`src/rtl/obm_pkg.sv`:
```
`default_nettype none

package obm_pkg;

	// Default width of the phase countdown timer
	localparam int unsigned TIMER_BITS_DEF = 10;

	// Configuration port widths
	localparam int unsigned CFG_IDX_W  = 3;
	localparam int unsigned CFG_DATA_W = 10;

	// Configuration register widths
	localparam int unsigned RST_W   = 10;
	localparam int unsigned SLOT_W  = 4;
	localparam int unsigned SHORT_W = 8;

	// Reset values of the timing registers
	localparam logic [RST_W-1:0]   RESET_LOW_DEF    = 10'd480;
	localparam logic [RST_W-1:0]   RESET_WAIT_DEF   = 10'd480;
	localparam logic [SLOT_W-1:0]  SLOT_LOW_DEF     = 4'd2;
	localparam logic [SHORT_W-1:0] WRITE_HOLD_DEF   = 8'd60;
	localparam logic [SHORT_W-1:0] READ_SAMPLE_DEF  = 8'd15;
	localparam logic [SHORT_W-1:0] READ_RECOVER_DEF = 8'd45;

	// Configuration register indexes
	typedef enum logic [CFG_IDX_W-1:0] {
		REG_RESET_LOW    = 3'd0,
		REG_RESET_WAIT   = 3'd1,
		REG_SLOT_LOW     = 3'd2,
		REG_WRITE_HOLD   = 3'd3,
		REG_READ_SAMPLE  = 3'd4,
		REG_READ_RECOVER = 3'd5
	} reg_idx_t;

	// Input operation codes
	typedef enum logic [1:0] {
		OP_TICK  = 2'd0,
		OP_RESET = 2'd1,
		OP_WRITE = 2'd2,
		OP_READ  = 2'd3
	} op_t;

	// Bus phases of the back end
	typedef enum logic [2:0] {
		PH_IDLE     = 3'd0,
		PH_RST_LOW  = 3'd1,
		PH_RST_WAIT = 3'd2,
		PH_SLOT_LOW = 3'd3,
		PH_W_HOLD   = 3'd4,
		PH_W_REC    = 3'd5,
		PH_R_SAMP   = 3'd6,
		PH_R_REC    = 3'd7
	} phase_t;

	// One classified beat travelling from front to back
	typedef struct packed {
		logic       is_cmd;
		op_t        op;
		logic [7:0] data;
		logic       level;
	} item_t;

endpackage

`default_nettype wire

```
`src/rtl/obm_front.sv`:
```
`default_nettype none

module obm_front (
	input  wire logic             clk,
	input  wire logic             arst_n,
	input  wire logic             in_valid,
	output logic                  in_ready,
	input  wire logic [1:0]       op,
	input  wire logic [7:0]       data_byte,
	input  wire logic             line_level,
	output logic                  item_valid,
	input  wire logic             item_ready,
	output obm_pkg::item_t        item
);

	obm_pkg::item_t entry_q [2];
	logic           wr_ptr_q;
	logic           rd_ptr_q;
	logic [1:0]     count_q;
	logic           push;
	logic           pop;
	obm_pkg::item_t classified;

	// Classify the incoming beat
	always_comb begin
		classified.op     = obm_pkg::op_t'(op);
		classified.is_cmd = (obm_pkg::op_t'(op) != obm_pkg::OP_TICK);
		classified.data   = data_byte;
		classified.level  = line_level;
	end

	assign in_ready   = (count_q != 2'd2);
	assign push       = in_valid && in_ready;
	assign item_valid = (count_q != 2'd0);
	assign pop        = item_valid && item_ready;
	assign item       = entry_q[rd_ptr_q];

	// Store beats in the two-entry queue
	always_ff @(posedge clk) begin
		if (push) begin
			entry_q[wr_ptr_q] <= classified;
		end
	end

	// Advance pointers and fill count
	always_ff @(posedge clk or negedge arst_n) begin
		if (!arst_n) begin
			wr_ptr_q <= 1'b0;
			rd_ptr_q <= 1'b0;
			count_q  <= 2'd0;
		end else begin
			if (push) begin
				wr_ptr_q <= ~wr_ptr_q;
			end
			if (pop) begin
				rd_ptr_q <= ~rd_ptr_q;
			end
			case ({push, pop})
				2'b10:   count_q <= count_q + 2'd1;
				2'b01:   count_q <= count_q - 2'd1;
				default: count_q <= count_q;
			endcase
		end
	end

	a_count_range: assert property (@(posedge clk) disable iff (!arst_n)
		count_q != 2'd3)
		else $error("queue fill count out of range");

	a_ptr_match: assert property (@(posedge clk) disable iff (!arst_n)
		(count_q == 2'd0 || count_q == 2'd2) |-> (wr_ptr_q == rd_ptr_q))
		else $error("queue pointers disagree with fill count");

	a_no_pop_empty: assert property (@(posedge clk) disable iff (!arst_n)
		(count_q == 2'd0) |=> (count_q != 2'd2))
		else $error("queue went from empty to full in one cycle");

endmodule

`default_nettype wire

```
`src/rtl/obm_back.sv`:
```
`default_nettype none

module obm_back #(
	parameter int unsigned TIMER_BITS = obm_pkg::TIMER_BITS_DEF
) (
	input  wire logic                            clk,
	input  wire logic                            arst_n,
	input  wire logic                            cfg_valid,
	output logic                                 cfg_ready,
	input  wire logic [obm_pkg::CFG_IDX_W-1:0]   cfg_index,
	input  wire logic [obm_pkg::CFG_DATA_W-1:0]  cfg_data,
	input  wire logic                            item_valid,
	output logic                                 item_ready,
	input  wire obm_pkg::item_t                  item,
	output logic                                 out_valid,
	input  wire logic                            out_ready,
	output logic                                 drive_low,
	output logic                                 busy_res,
	output logic                                 done_res,
	output logic [7:0]                           read_data
);

	localparam int unsigned LW = (TIMER_BITS > obm_pkg::RST_W) ? TIMER_BITS : obm_pkg::RST_W;
	localparam logic [TIMER_BITS-1:0] TOP = {TIMER_BITS{1'b1}};
	localparam logic [TIMER_BITS-1:0] ONE = TIMER_BITS'(1);

	// Timing registers
	logic [obm_pkg::RST_W-1:0]   reset_low_q;
	logic [obm_pkg::RST_W-1:0]   reset_wait_q;
	logic [obm_pkg::SLOT_W-1:0]  slot_low_q;
	logic [obm_pkg::SHORT_W-1:0] write_hold_q;
	logic [obm_pkg::SHORT_W-1:0] read_sample_q;
	logic [obm_pkg::SHORT_W-1:0] read_recover_q;

	// Bus state
	obm_pkg::phase_t        phase_q, phase_d;
	logic [TIMER_BITS-1:0]  timer_q, timer_d;
	logic [2:0]             bit_cnt_q, bit_cnt_d;
	logic [7:0]             shift_q, shift_d;
	logic                   is_read_q, is_read_d;
	logic [7:0]             hold_q, hold_d;

	logic step;
	logic drive_d, busy_d, done_d, ends, cur_bit;

	// Output register
	logic       out_valid_q;
	logic       drive_q, busy_q, done_q;

	// Clamp a phase length to one tick at least and the timer range at most
	function automatic logic [TIMER_BITS-1:0] phase_len(input logic [obm_pkg::RST_W-1:0] v);
		logic [LW-1:0] ext;
		ext = LW'(v);
		if (ext == '0) begin
			phase_len = ONE;
		end else if (ext > LW'(TOP)) begin
			phase_len = TOP;
		end else begin
			phase_len = TIMER_BITS'(ext);
		end
	endfunction

	assign cfg_ready  = 1'b1;
	assign step       = item_valid && (!out_valid_q || out_ready);
	assign item_ready = step;

	// Write timing registers
	always_ff @(posedge clk or negedge arst_n) begin
		if (!arst_n) begin
			reset_low_q    <= obm_pkg::RESET_LOW_DEF;
			reset_wait_q   <= obm_pkg::RESET_WAIT_DEF;
			slot_low_q     <= obm_pkg::SLOT_LOW_DEF;
			write_hold_q   <= obm_pkg::WRITE_HOLD_DEF;
			read_sample_q  <= obm_pkg::READ_SAMPLE_DEF;
			read_recover_q <= obm_pkg::READ_RECOVER_DEF;
		end else if (cfg_valid && cfg_ready) begin
			case (obm_pkg::reg_idx_t'(cfg_index))
				obm_pkg::REG_RESET_LOW:    reset_low_q    <= cfg_data;
				obm_pkg::REG_RESET_WAIT:   reset_wait_q   <= cfg_data;
				obm_pkg::REG_SLOT_LOW:     slot_low_q     <= cfg_data[obm_pkg::SLOT_W-1:0];
				obm_pkg::REG_WRITE_HOLD:   write_hold_q   <= cfg_data[obm_pkg::SHORT_W-1:0];
				obm_pkg::REG_READ_SAMPLE:  read_sample_q  <= cfg_data[obm_pkg::SHORT_W-1:0];
				obm_pkg::REG_READ_RECOVER: read_recover_q <= cfg_data[obm_pkg::SHORT_W-1:0];
				default: ;
			endcase
		end
	end

	// Next phase and bus outputs for one tick
	always_comb begin
		phase_d   = phase_q;
		timer_d   = timer_q;
		bit_cnt_d = bit_cnt_q;
		shift_d   = shift_q;
		is_read_d = is_read_q;
		hold_d    = hold_q;
		drive_d   = 1'b0;
		busy_d    = 1'b0;
		done_d    = 1'b0;
		ends      = 1'b0;
		cur_bit   = 1'b0;

		// Start a command when idle
		if (phase_q == obm_pkg::PH_IDLE && item.is_cmd) begin
			bit_cnt_d = 3'd0;
			if (item.op == obm_pkg::OP_RESET) begin
				is_read_d = 1'b0;
				phase_d   = obm_pkg::PH_RST_LOW;
				timer_d   = phase_len(reset_low_q);
			end else begin
				is_read_d = (item.op == obm_pkg::OP_READ);
				shift_d   = (item.op == obm_pkg::OP_READ) ? 8'h00 : item.data;
				phase_d   = obm_pkg::PH_SLOT_LOW;
				timer_d   = phase_len(obm_pkg::RST_W'(slot_low_q));
			end
		end

		// Run the current phase
		if (phase_d != obm_pkg::PH_IDLE) begin
			cur_bit = shift_d[bit_cnt_d];
			busy_d  = 1'b1;
			if (phase_d == obm_pkg::PH_RST_LOW || phase_d == obm_pkg::PH_SLOT_LOW) begin
				drive_d = 1'b1;
			end else if (phase_d == obm_pkg::PH_W_HOLD) begin
				drive_d = !cur_bit;
			end

			if (timer_d > ONE) begin
				timer_d = timer_d - ONE;
			end else begin
				case (phase_d)
					obm_pkg::PH_RST_LOW: begin
						phase_d = obm_pkg::PH_RST_WAIT;
						timer_d = phase_len(reset_wait_q);
					end
					obm_pkg::PH_RST_WAIT: begin
						ends = 1'b1;
					end
					obm_pkg::PH_SLOT_LOW: begin
						if (is_read_d) begin
							phase_d = obm_pkg::PH_R_SAMP;
							timer_d = phase_len(obm_pkg::RST_W'(read_sample_q));
						end else begin
							phase_d = obm_pkg::PH_W_HOLD;
							timer_d = phase_len(obm_pkg::RST_W'(write_hold_q));
						end
					end
					obm_pkg::PH_W_HOLD: begin
						phase_d = obm_pkg::PH_W_REC;
						timer_d = ONE;
					end
					obm_pkg::PH_R_SAMP: begin
						shift_d[bit_cnt_d] = shift_d[bit_cnt_d] | item.level;
						phase_d = obm_pkg::PH_R_REC;
						timer_d = phase_len(obm_pkg::RST_W'(read_recover_q));
					end
					default: begin
						// end of a write or read slot
						if (bit_cnt_d == 3'd7) begin
							if (is_read_d) begin
								hold_d = shift_d;
							end
							ends = 1'b1;
						end else begin
							bit_cnt_d = bit_cnt_d + 3'd1;
							phase_d   = obm_pkg::PH_SLOT_LOW;
							timer_d   = phase_len(obm_pkg::RST_W'(slot_low_q));
						end
					end
				endcase
				if (ends) begin
					done_d    = 1'b1;
					phase_d   = obm_pkg::PH_IDLE;
					timer_d   = '0;
					bit_cnt_d = 3'd0;
				end
			end
		end
	end

	// Hold the bus state, advance on each taken beat
	always_ff @(posedge clk or negedge arst_n) begin
		if (!arst_n) begin
			phase_q   <= obm_pkg::PH_IDLE;
			timer_q   <= '0;
			bit_cnt_q <= 3'd0;
			shift_q   <= 8'h00;
			is_read_q <= 1'b0;
			hold_q    <= 8'h00;
		end else if (step) begin
			phase_q   <= phase_d;
			timer_q   <= timer_d;
			bit_cnt_q <= bit_cnt_d;
			shift_q   <= shift_d;
			is_read_q <= is_read_d;
			hold_q    <= hold_d;
		end
	end

	// Output register valid
	always_ff @(posedge clk or negedge arst_n) begin
		if (!arst_n) begin
			out_valid_q <= 1'b0;
		end else if (step) begin
			out_valid_q <= 1'b1;
		end else if (out_ready) begin
			out_valid_q <= 1'b0;
		end
	end

	// Output register payload
	always_ff @(posedge clk) begin
		if (step) begin
			drive_q <= drive_d;
			busy_q  <= busy_d;
			done_q  <= done_d;
		end
	end

	assign out_valid = out_valid_q;
	assign drive_low = drive_q;
	assign busy_res  = busy_q;
	assign done_res  = done_q;
	assign read_data = hold_q;

	a_idle_clear: assert property (@(posedge clk) disable iff (!arst_n)
		(phase_q == obm_pkg::PH_IDLE) |-> (timer_q == '0 && bit_cnt_q == 3'd0))
		else $error("idle phase with live timer or bit count");

	a_timer_live: assert property (@(posedge clk) disable iff (!arst_n)
		(phase_q != obm_pkg::PH_IDLE) |-> (timer_q != '0))
		else $error("active phase with empty timer");

	a_done_busy: assert property (@(posedge clk) disable iff (!arst_n)
		(out_valid_q && (done_q || drive_q)) |-> busy_q)
		else $error("done or drive reported outside an operation");

	a_done_idle: assert property (@(posedge clk) disable iff (!arst_n)
		(step && done_d) |=> (phase_q == obm_pkg::PH_IDLE))
		else $error("operation finished but phase not idle");

endmodule

`default_nettype wire

```
`src/rtl/onewire_bus_master_core.sv`:
```
`default_nettype none

// Channel   Handshake               Payload
// in        in_valid / in_ready     op, data_byte, line_level
// out       out_valid / out_ready   drive_low, busy_res, done_res, read_data
// cfg       cfg_valid / cfg_ready   cfg_index, cfg_data
//
// One input beat is one 1 us tick and yields one output beat; the sustained
// rate is one beat per cycle unless out_ready stalls, set by the single-step phase
// logic of the back end. Beats pass the two-entry queue, then the output register.
// The queue and the output register let either side stall without losing beats.
// Reset restores the timing registers to their defaults and the bus to idle.
// cfg_ready is always high.
module onewire_bus_master_core #(
	parameter int unsigned TIMER_BITS = obm_pkg::TIMER_BITS_DEF
) (
	input  wire logic                            clk,
	input  wire logic                            arst_n,
	input  wire logic                            cfg_valid,
	output logic                                 cfg_ready,
	input  wire logic [obm_pkg::CFG_IDX_W-1:0]   cfg_index,
	input  wire logic [obm_pkg::CFG_DATA_W-1:0]  cfg_data,
	input  wire logic                            in_valid,
	output logic                                 in_ready,
	input  wire logic [1:0]                      op,
	input  wire logic [7:0]                      data_byte,
	input  wire logic                            line_level,
	output logic                                 out_valid,
	input  wire logic                            out_ready,
	output logic                                 drive_low,
	output logic                                 busy_res,
	output logic                                 done_res,
	output logic [7:0]                           read_data
);

	logic           item_valid;
	logic           item_ready;
	obm_pkg::item_t item;

	// Accept and classify beats
	obm_front u_front (
		.clk        (clk),
		.arst_n     (arst_n),
		.in_valid   (in_valid),
		.in_ready   (in_ready),
		.op         (op),
		.data_byte  (data_byte),
		.line_level (line_level),
		.item_valid (item_valid),
		.item_ready (item_ready),
		.item       (item)
	);

	// Run the bus phases
	obm_back #(
		.TIMER_BITS (TIMER_BITS)
	) u_back (
		.clk        (clk),
		.arst_n     (arst_n),
		.cfg_valid  (cfg_valid),
		.cfg_ready  (cfg_ready),
		.cfg_index  (cfg_index),
		.cfg_data   (cfg_data),
		.item_valid (item_valid),
		.item_ready (item_ready),
		.item       (item),
		.out_valid  (out_valid),
		.out_ready  (out_ready),
		.drive_low  (drive_low),
		.busy_res   (busy_res),
		.done_res   (done_res),
		.read_data  (read_data)
	);

endmodule

`default_nettype wire

```
`config.mk`:
```
export PLATFORM = sky130hd
export DESIGN_NAME = onewire_bus_master_core
export DESIGN_NICKNAME = d
export VERILOG_FILES = /design/src/rtl/obm_pkg.sv /design/src/rtl/obm_front.sv /design/src/rtl/obm_back.sv /design/src/rtl/onewire_bus_master_core.sv
export SDC_FILE = /design/constraint.sdc
export NUM_CORES = 1
export LEC_CHECK = 0
export BUFFER_PORTS_ARGS = -buffer_cell sky130_fd_sc_hd__buf_2
export CORE_UTILIZATION = 28
export CTS_CLUSTER_DIAMETER = 30
export DETAILED_ROUTE_END_ITERATION = 10
export HOLD_SLACK_MARGIN = 0.1
export PLACE_DENSITY_LB_ADDON = 0.3
export SLEW_MARGIN = 20
export SYNTH_ARGS = -nofsm -noshare
export SYNTH_HDL_FRONTEND = slang
export SYNTH_SLANG_ARGS = --single-unit
```
`constraint.sdc`:
```
create_clock -name clk -period 3.4 [get_ports clk]
set_input_delay 0.68 -clock clk [delete_from_list [all_inputs] [get_ports clk]]
set_output_delay 0.68 -clock clk [all_outputs]
set_load 0.01 [all_outputs]
```
* Word level (Yosys, flattened, before mapping)
Memory sizes are Yosys's and may differ from the RTL's.
Cells that the tools add are included.
** Storage, ports and cells
- Register bits after elaboration :: 89
- Memory bits (writable) :: 24
- Input bits :: 29
- Output and inout bits :: 14
- Logic and storage cells :: 139
- Memories :: 1
** Memory list
- u_front.entry_q :: depth 2, bits a word 12, rd ports 1, clocked after Yosys merged registers in 0, write ports 1, RTL line obm_front.sv:16 : obm_pkg::item_t entry_q [2];
** Operators by class
- Add/subtract/negate cells :: 4
- Magnitude comparators :: 5
- Equal/unequal tests :: 16
- Muxes and demuxes :: 56
- Bitwise logic cells :: 6
- Reduce and logical (&&, ||, !) cells :: 32
** Operators with widths (count)
- 10-bit two-way mux :: 11
- 8-bit two-way mux :: 9
- 10-bit one-hot mux with 5 select lines :: 1
- 3-bit two-way mux :: 11
- 8-bit logical NOT :: 3
- 10-bit > comparator, second input constant :: 2
- 10-bit logical NOT :: 2
- 3-bit equality test, second input constant :: 5
- 1-bit two-way mux :: 15
- 3-bit one-hot mux with 5 select lines :: 1
- 3-bit by 2-bit equality test with 1-bit output, second input constant :: 4
- 2-bit AND reduction :: 6
- 10-bit by 1-bit > comparator with 1-bit output, second input constant :: 1
- 10-bit by 1-bit subtractor with 10-bit output, second input constant :: 1
- 8-bit bitwise mux :: 1
- 2-bit nonzero test :: 4
- 3-bit by 1-bit equality test with 1-bit output, second input constant :: 2
- 3-bit logical NOT :: 2
- 6-bit AND reduction :: 1
- 1-bit logical AND :: 5
- 1-bit NOT :: 5
- 5-bit OR reduction :: 1
- 2-bit by 1-bit equality test with 1-bit output, second input constant :: 2
- 2-bit equality test, second input constant :: 2
- 19 further kinds :: 22

* Depth between registers and ports, before layout
An unclocked memory read counts as a cell.
- Word-level depth :: 12
- Mapped depth :: 15
- Gate-level depth less buffers :: 12

* Modules after synthesis
Synthesis repeated with hierarchy kept, for this count alone.
** Second synthesis, totals
- Cells, all modules :: 559
- Area total of the unflattened synthesis :: 6049.6 sq um
** Modules (own cells, without submodules)
- obm_back :: times used 1, cells an instance 504, area each 4984.8 sq um, seq. area each 2168.3 sq um
- obm_front :: times used 1, cells an instance 55, area each 1064.8 sq um, seq. area each 820.8 sq um

* Worst setup path after synthesis
No wires, ideal clock.
- Path kind :: flip-flop to flip-flop
- Start point :: register u_front.rd_ptr_q
- End point :: register u_back.hold_q[0], in the netlist u_back.read_data[0]
- Library setup time :: 125 ps
- Data arrival time :: 3337 ps
- Path slack :: -62 ps
- Cell stages (with the launch flop) :: 14
- Period minus slack after synthesis :: 3462 ps
- Cell sequence :: dfrtp_1 buf_2 mux2_2 nand2_1 clkbuf_1 o21ai_0 inv_1 ha_1 or2_2 o311ai_2 nor3_4 nand3_2 nor3_4 mux2_2
** On the way
- Word-level cells in the longest chain between the ends :: 8
- Elaborated cells between the ends (all ways) :: 26
- Classes of those cells :: order compare (1); eq/ne (8); mux (10); bitwise (2); reduce/logical (4); memory (1)
** RTL lines
- from (decl) :: RTL line obm_front.sv:18 : logic rd_ptr_q;
- from (signal assigned) :: RTL line obm_front.sv:56 : rd_ptr_q <= ~rd_ptr_q;
- memory read 2 x 12 bit (*)
- branches (longest 7 deep; another with 10-bit by 1-bit > comparator with 1-bit output)
- to (signal assigned) :: RTL line obm_back.sv:196 : hold_q <= hold_d;
- to (decl) :: RTL line obm_back.sv:41 : logic [7:0] hold_q, hold_d;
Mark *: on every way between the ends.
A chain may end at the register's enable or synchronous reset.

* Final worst setup path
- Start point :: register u_back.reset_low_q[7] (netlist bit)
- End point :: register u_back.timer_q[9]
** On the way
- Word-level cells in the longest chain between the ends :: 10
- Elaborated cells between the ends (all ways) :: 13
- Classes of those cells :: add/sub (1); order compare (2); mux (9); reduce/logical (1)
** RTL lines
- from (decl) :: RTL line obm_back.sv:28 : logic [obm_pkg::RST_W-1:0] reset_low_q;
- from (signal assigned) :: RTL line obm_back.sv:70 : reset_low_q <= obm_pkg::RESET_LOW_DEF;
- from (signal assigned) :: RTL line obm_back.sv:78 : obm_pkg::REG_RESET_LOW: reset_low_q <= cfg_data;
- 10-bit > comparator :: RTL line obm_back.sv:56 : end else if (ext > LW'(TOP)) begin
- 10-bit two-way mux :: RTL line obm_back.sv:56
- 10-bit two-way mux (*) :: RTL line obm_back.sv:54 : if (ext == '0) begin
- 10-bit two-way mux (*) :: RTL line obm_back.sv:106 : if (item.op == obm_pkg::OP_RESET) begin
- 10-bit two-way mux (*) :: RTL line obm_back.sv:104 : if (phase_q == obm_pkg::PH_IDLE && item.is_cmd) begin
- branches (longest 4 deep; another with 10-bit by 1-bit subtractor with 10-bit output)
- 10-bit two-way mux (*) :: RTL line obm_back.sv:119 : if (phase_d != obm_pkg::PH_IDLE) begin
- to (signal assigned) :: RTL line obm_back.sv:192 : timer_q <= timer_d;
- to (decl) :: RTL line obm_back.sv:37 : logic [TIMER_BITS-1:0] timer_q, timer_d;
Marks and branches as above.

==> impl_results.md <==
* Min-Delay Path Class: primary input to async pin
* Outcome: finished clean
* Internal at 3.99 mW
* Post-DR wirelength/cell at 18.8 µm
* # setup viols final at 0
* Worst vdd ir at 0.407 mV
* IO Pins at 43
* Register area at 2990 µm²
* Placeable Area at 20400 µm²
* CTS tree: done
* Worst slew margin at 32.4%
* Clk sinks at 113
* Fin worst setup slack at 157 ps
* Total track usage at 16.0%
* Vias in the first global route at 4638
* Max_cap viols at 0
* CTS Root Cell: clkbuf_16
* RSZ-0062 raised after global routing: false
* Routed vias at 4588
* Most frequent cells in the layout: 65 x dfrtp_1, 57 x mux2_2, 40 x buf_2
* First-pass GRT wire length at 26300 µm
* Grt ovf at 0
* # port buffers at 41
* Sequential power share at 33.3%
* Worst-path cell with the longest stage delay: or4_1
* Largest net degree at the start of global routing at 84
* CTS max path bufs at 2
* Routability cong. at 0.870
* Yosys warns at 0
* Async SR Flop Fraction at 76.1%
* Final WL at 16500 µm
* Post-route ant nets at 0
* Fill count at 2020
* Post-synthesis sequential element count at 113
* Worst endpoint required time at 3730 ps
* Hold Buf Count CTS at 0
* Kind of critical path: flip-flop to flip-flop
* Top FF cell, synth: dfrtp_1
* Critical Path AT at 3570 ps
* P&R area growth vs syn at 24.1%
* Die footprint at 21500 µm²
* Cell area after synthesis at 5840 µm²
* Crit path largest cell delay at 620 ps
* Slew Limit Fails at 0
* Starting Density at 28.7%
* Mapped Nets at 554
* FMAX at 0.308 GHz
* Hpwl dp at 11900 µm
* Final Hold Fails at 0
* Number of flops mapped to enable cells by yosys at 27
* Most common cell on crit path: or2_2
* Startpoint types: flip-flop
* CP max FO at 7
* Clock Pin Slew Worst Setup and Hold Paths at 60 ps
* Library cells used by synthesis at 69
* R2R cell count at 11
* Post-Synthesis Cells at 521
* Rows at 52
* Worst path depth at 11
* Die height at 146 µm
* Avg Vias per Cell at 5.23
* Leak pwr at 2.94 nW
* Nets at 628
* Switch Pwr at 2.29 mW
* Skew final at 10.2 ps
* Initial DRC count at 353
* Worst-Margin Slew at 1010 ps
* Final min period at 3240 ps
* Initial antenna violation count at 0
* Layout cells sized above 1 at 34.4%
* Register area share after synthesis at 51.2%
* Critical path capture point type: flip-flop
* Router iterations before antenna repair at 5
* Logic pwr share at 37.1%
* Switching Fraction at 36.5%
* Critical Path, Cell by Cell: or4_1 > nor3_4 > a211o_1 > a22o_1 > ha_1 > or2_2 > o311ai_2 > or3_4 > or2_2 > o31a_1 > o31ai_1
* Placement Setup Slack at -2.04 ps
* Htree depth at 4
* Area of the multi-input gates at 2750 µm²
* Antenna cells at 0
* CP bufs+invs at 0
* Period utilization at 95.4%
* Clk pwr share at 29.7%
* DRC viols at 0
* PwrDens at 867 nW/µm²
* Clock Latency Late Sink at 420 ps
* TritonCTS Buffers at 17
* Crit-path leading delay family: simple AND/OR/NAND/NOR gates
* Chip Width at 146 µm
* Commonest non-fill, non-tap cell in the layout: dfrtp_1
* Post-layout util at 35.6%
* Synth Area per Inst at 11.2 µm²
final timing paths:
kind	startpoint	end	slack, ps
min reg2reg	u_back.read_data[6]	u_back.read_data[6]	490
min	arst_n	u_back.read_sample_q[7]	340
max in group asynchronous	arst_n	u_back.reset_wait_q[6]	2400
max reg2reg	u_back.reset_low_q[7]	u_back.timer_q[9]	160
max	u_back.reset_low_q[7]	u_back.timer_q[9]	160
min in group clk	data_byte[5]	u_front.entry_q[1][6]	450
sequential cells by signal, indices dropped and copies added (netlist names):
| register | count |
|---|---|
| u_back.phase_q | 3 |
| u_front.wr_ptr_q | 1 |
| u_back.is_read_q | 1 |
| u_back.read_data | 8 |
| u_back.reset_low_q | 10 |
| u_back.shift_q | 8 |
| u_back.bit_cnt_q | 3 |
| u_back.done_res | 1 |
| u_back.write_hold_q | 8 |
| u_back.timer_q | 10 |
| u_back.read_sample_q | 8 |
| u_back.out_valid | 1 |
| u_front.entry_q | 24 |
| u_front.count_q | 2 |
| u_back.busy_res | 1 |
| u_front.rd_ptr_q | 1 |
| u_back.read_recover_q | 8 |
| u_back.reset_wait_q | 10 |
| u_back.drive_low | 1 |
| u_back.slot_low_q | 4 |
worst reg2reg max path: stages, from the launching register on:
cell	delay, ps
dfstp_2	390
or4_1	620
nor3_4	200
a211o_1	150
a22o_1	180
ha_1	160
or2_2	110
o311ai_2	150
or3_4	460
or2_2	370
o31a_1	300
o31ai_1	60
power by group through the flow:
stage / Combinational [mW] / Clock, mW / Sequential (mW)
3_5_place_dp: 2.30 / 0 / 2.10
2_1_floorplan: 1.52 / 0 / 2.00
4_1_cts: 2.31 / 1.90 / 2.08
3_3_place_gp: 2.28 / 0 / 2.09
5_1_grt: 2.53 / 1.96 / 2.13
6_report: 2.33 / 1.86 / 2.09
synthesized netlist by cell type (3+ instances only):
master,instances,area share (%)
a211o_1,3,0.45
a211oi_1,4,0.51
a21o_1,3,0.39
a21oi_1,17,1.5
a221o_1,6,1.0
a22o_1,5,0.75
a22oi_1,12,1.5
a31oi_1,12,1.3
and2_1,6,0.64
and3_1,4,0.43
buf_2,3,0.26
clkbuf_1,19,1.2
dfrtp_1,65,28
dfstp_2,21,9.4
edfxtp_1,27,14
ha_1,4,0.86
inv_1,10,0.64
mux2_2,57,11
mux2i_1,21,3.6
nand2_1,35,2.2
nand2b_1,3,0.32
nand3_1,17,1.5
nand3b_1,3,0.39
nand4_1,4,0.43
nor2_1,29,1.9
nor3_1,9,0.77
nor3b_1,3,0.39
nor4_1,8,0.86
o211ai_1,4,0.51
o21ai_0,29,2.5
o22a_1,3,0.45
o22ai_1,6,0.64
o311a_1,3,0.51
o31ai_1,3,0.39
or2_2,4,0.43
or3_1,6,0.64
or4_1,4,0.51
xnor2_1,6,0.90
cells by family after synthesis:
group	Yosys count	synth area share, %
and+or+nand+nor	146	13.2
AOI/OAI and AO/OA	135	16.3
DFF	113	51.2
muxes	80	15.0
buffers and inverters	35	2.38
xor gates and xnor gates	7	1.05
adders and majority gates	4	0.857
other	1	0.0642
per-stage QoR:
step | TNS, ps | cells | cell area (µm²) | total power, mW | hold slack, ps
detailed placement | -2.04 | 845 | 6580 | 4.40 | 482
CTS | 0 | 877 | 7190 | 6.29 | 439
global route | 0 | 878 | 7250 | 6.63 | 384
finish | 0 | 878 | 7250 | 6.28 | 337
floorplan | 0 | 521 | 5850 | 3.52 | 384
global placement | 0 | 845 | 6580 | 4.37 | 469
layer usage:
layer	vias up	GRT usage, %	wire (µm)
met1	2298	22.0	7700
li1	2141	-	-
met2	128	24.6	7710
met3	21	3.31	726
met5	-	0	0
met4	0	6.46	337
repair_timing:
| action | CTS | global route |
|---|---|---|
| resized for setup | 0 | 7 |
| hold endpoints to repair | 0 | 0 |
| endpoints found under the setup margin | 0 | 24 |
| setup buffers | 0 | 1 |
layout make-up:
type	instances	area share, %
clock buffers	17	5.87
well taps	270	4.66
repair buffers	80	7.13
clock inverters	15	2.64
inverters	10	0.518
flip-flops and latches	113	41.2
multi-input cells	373	38.0
Note: power is estimated with default switching activity, not from simulation.
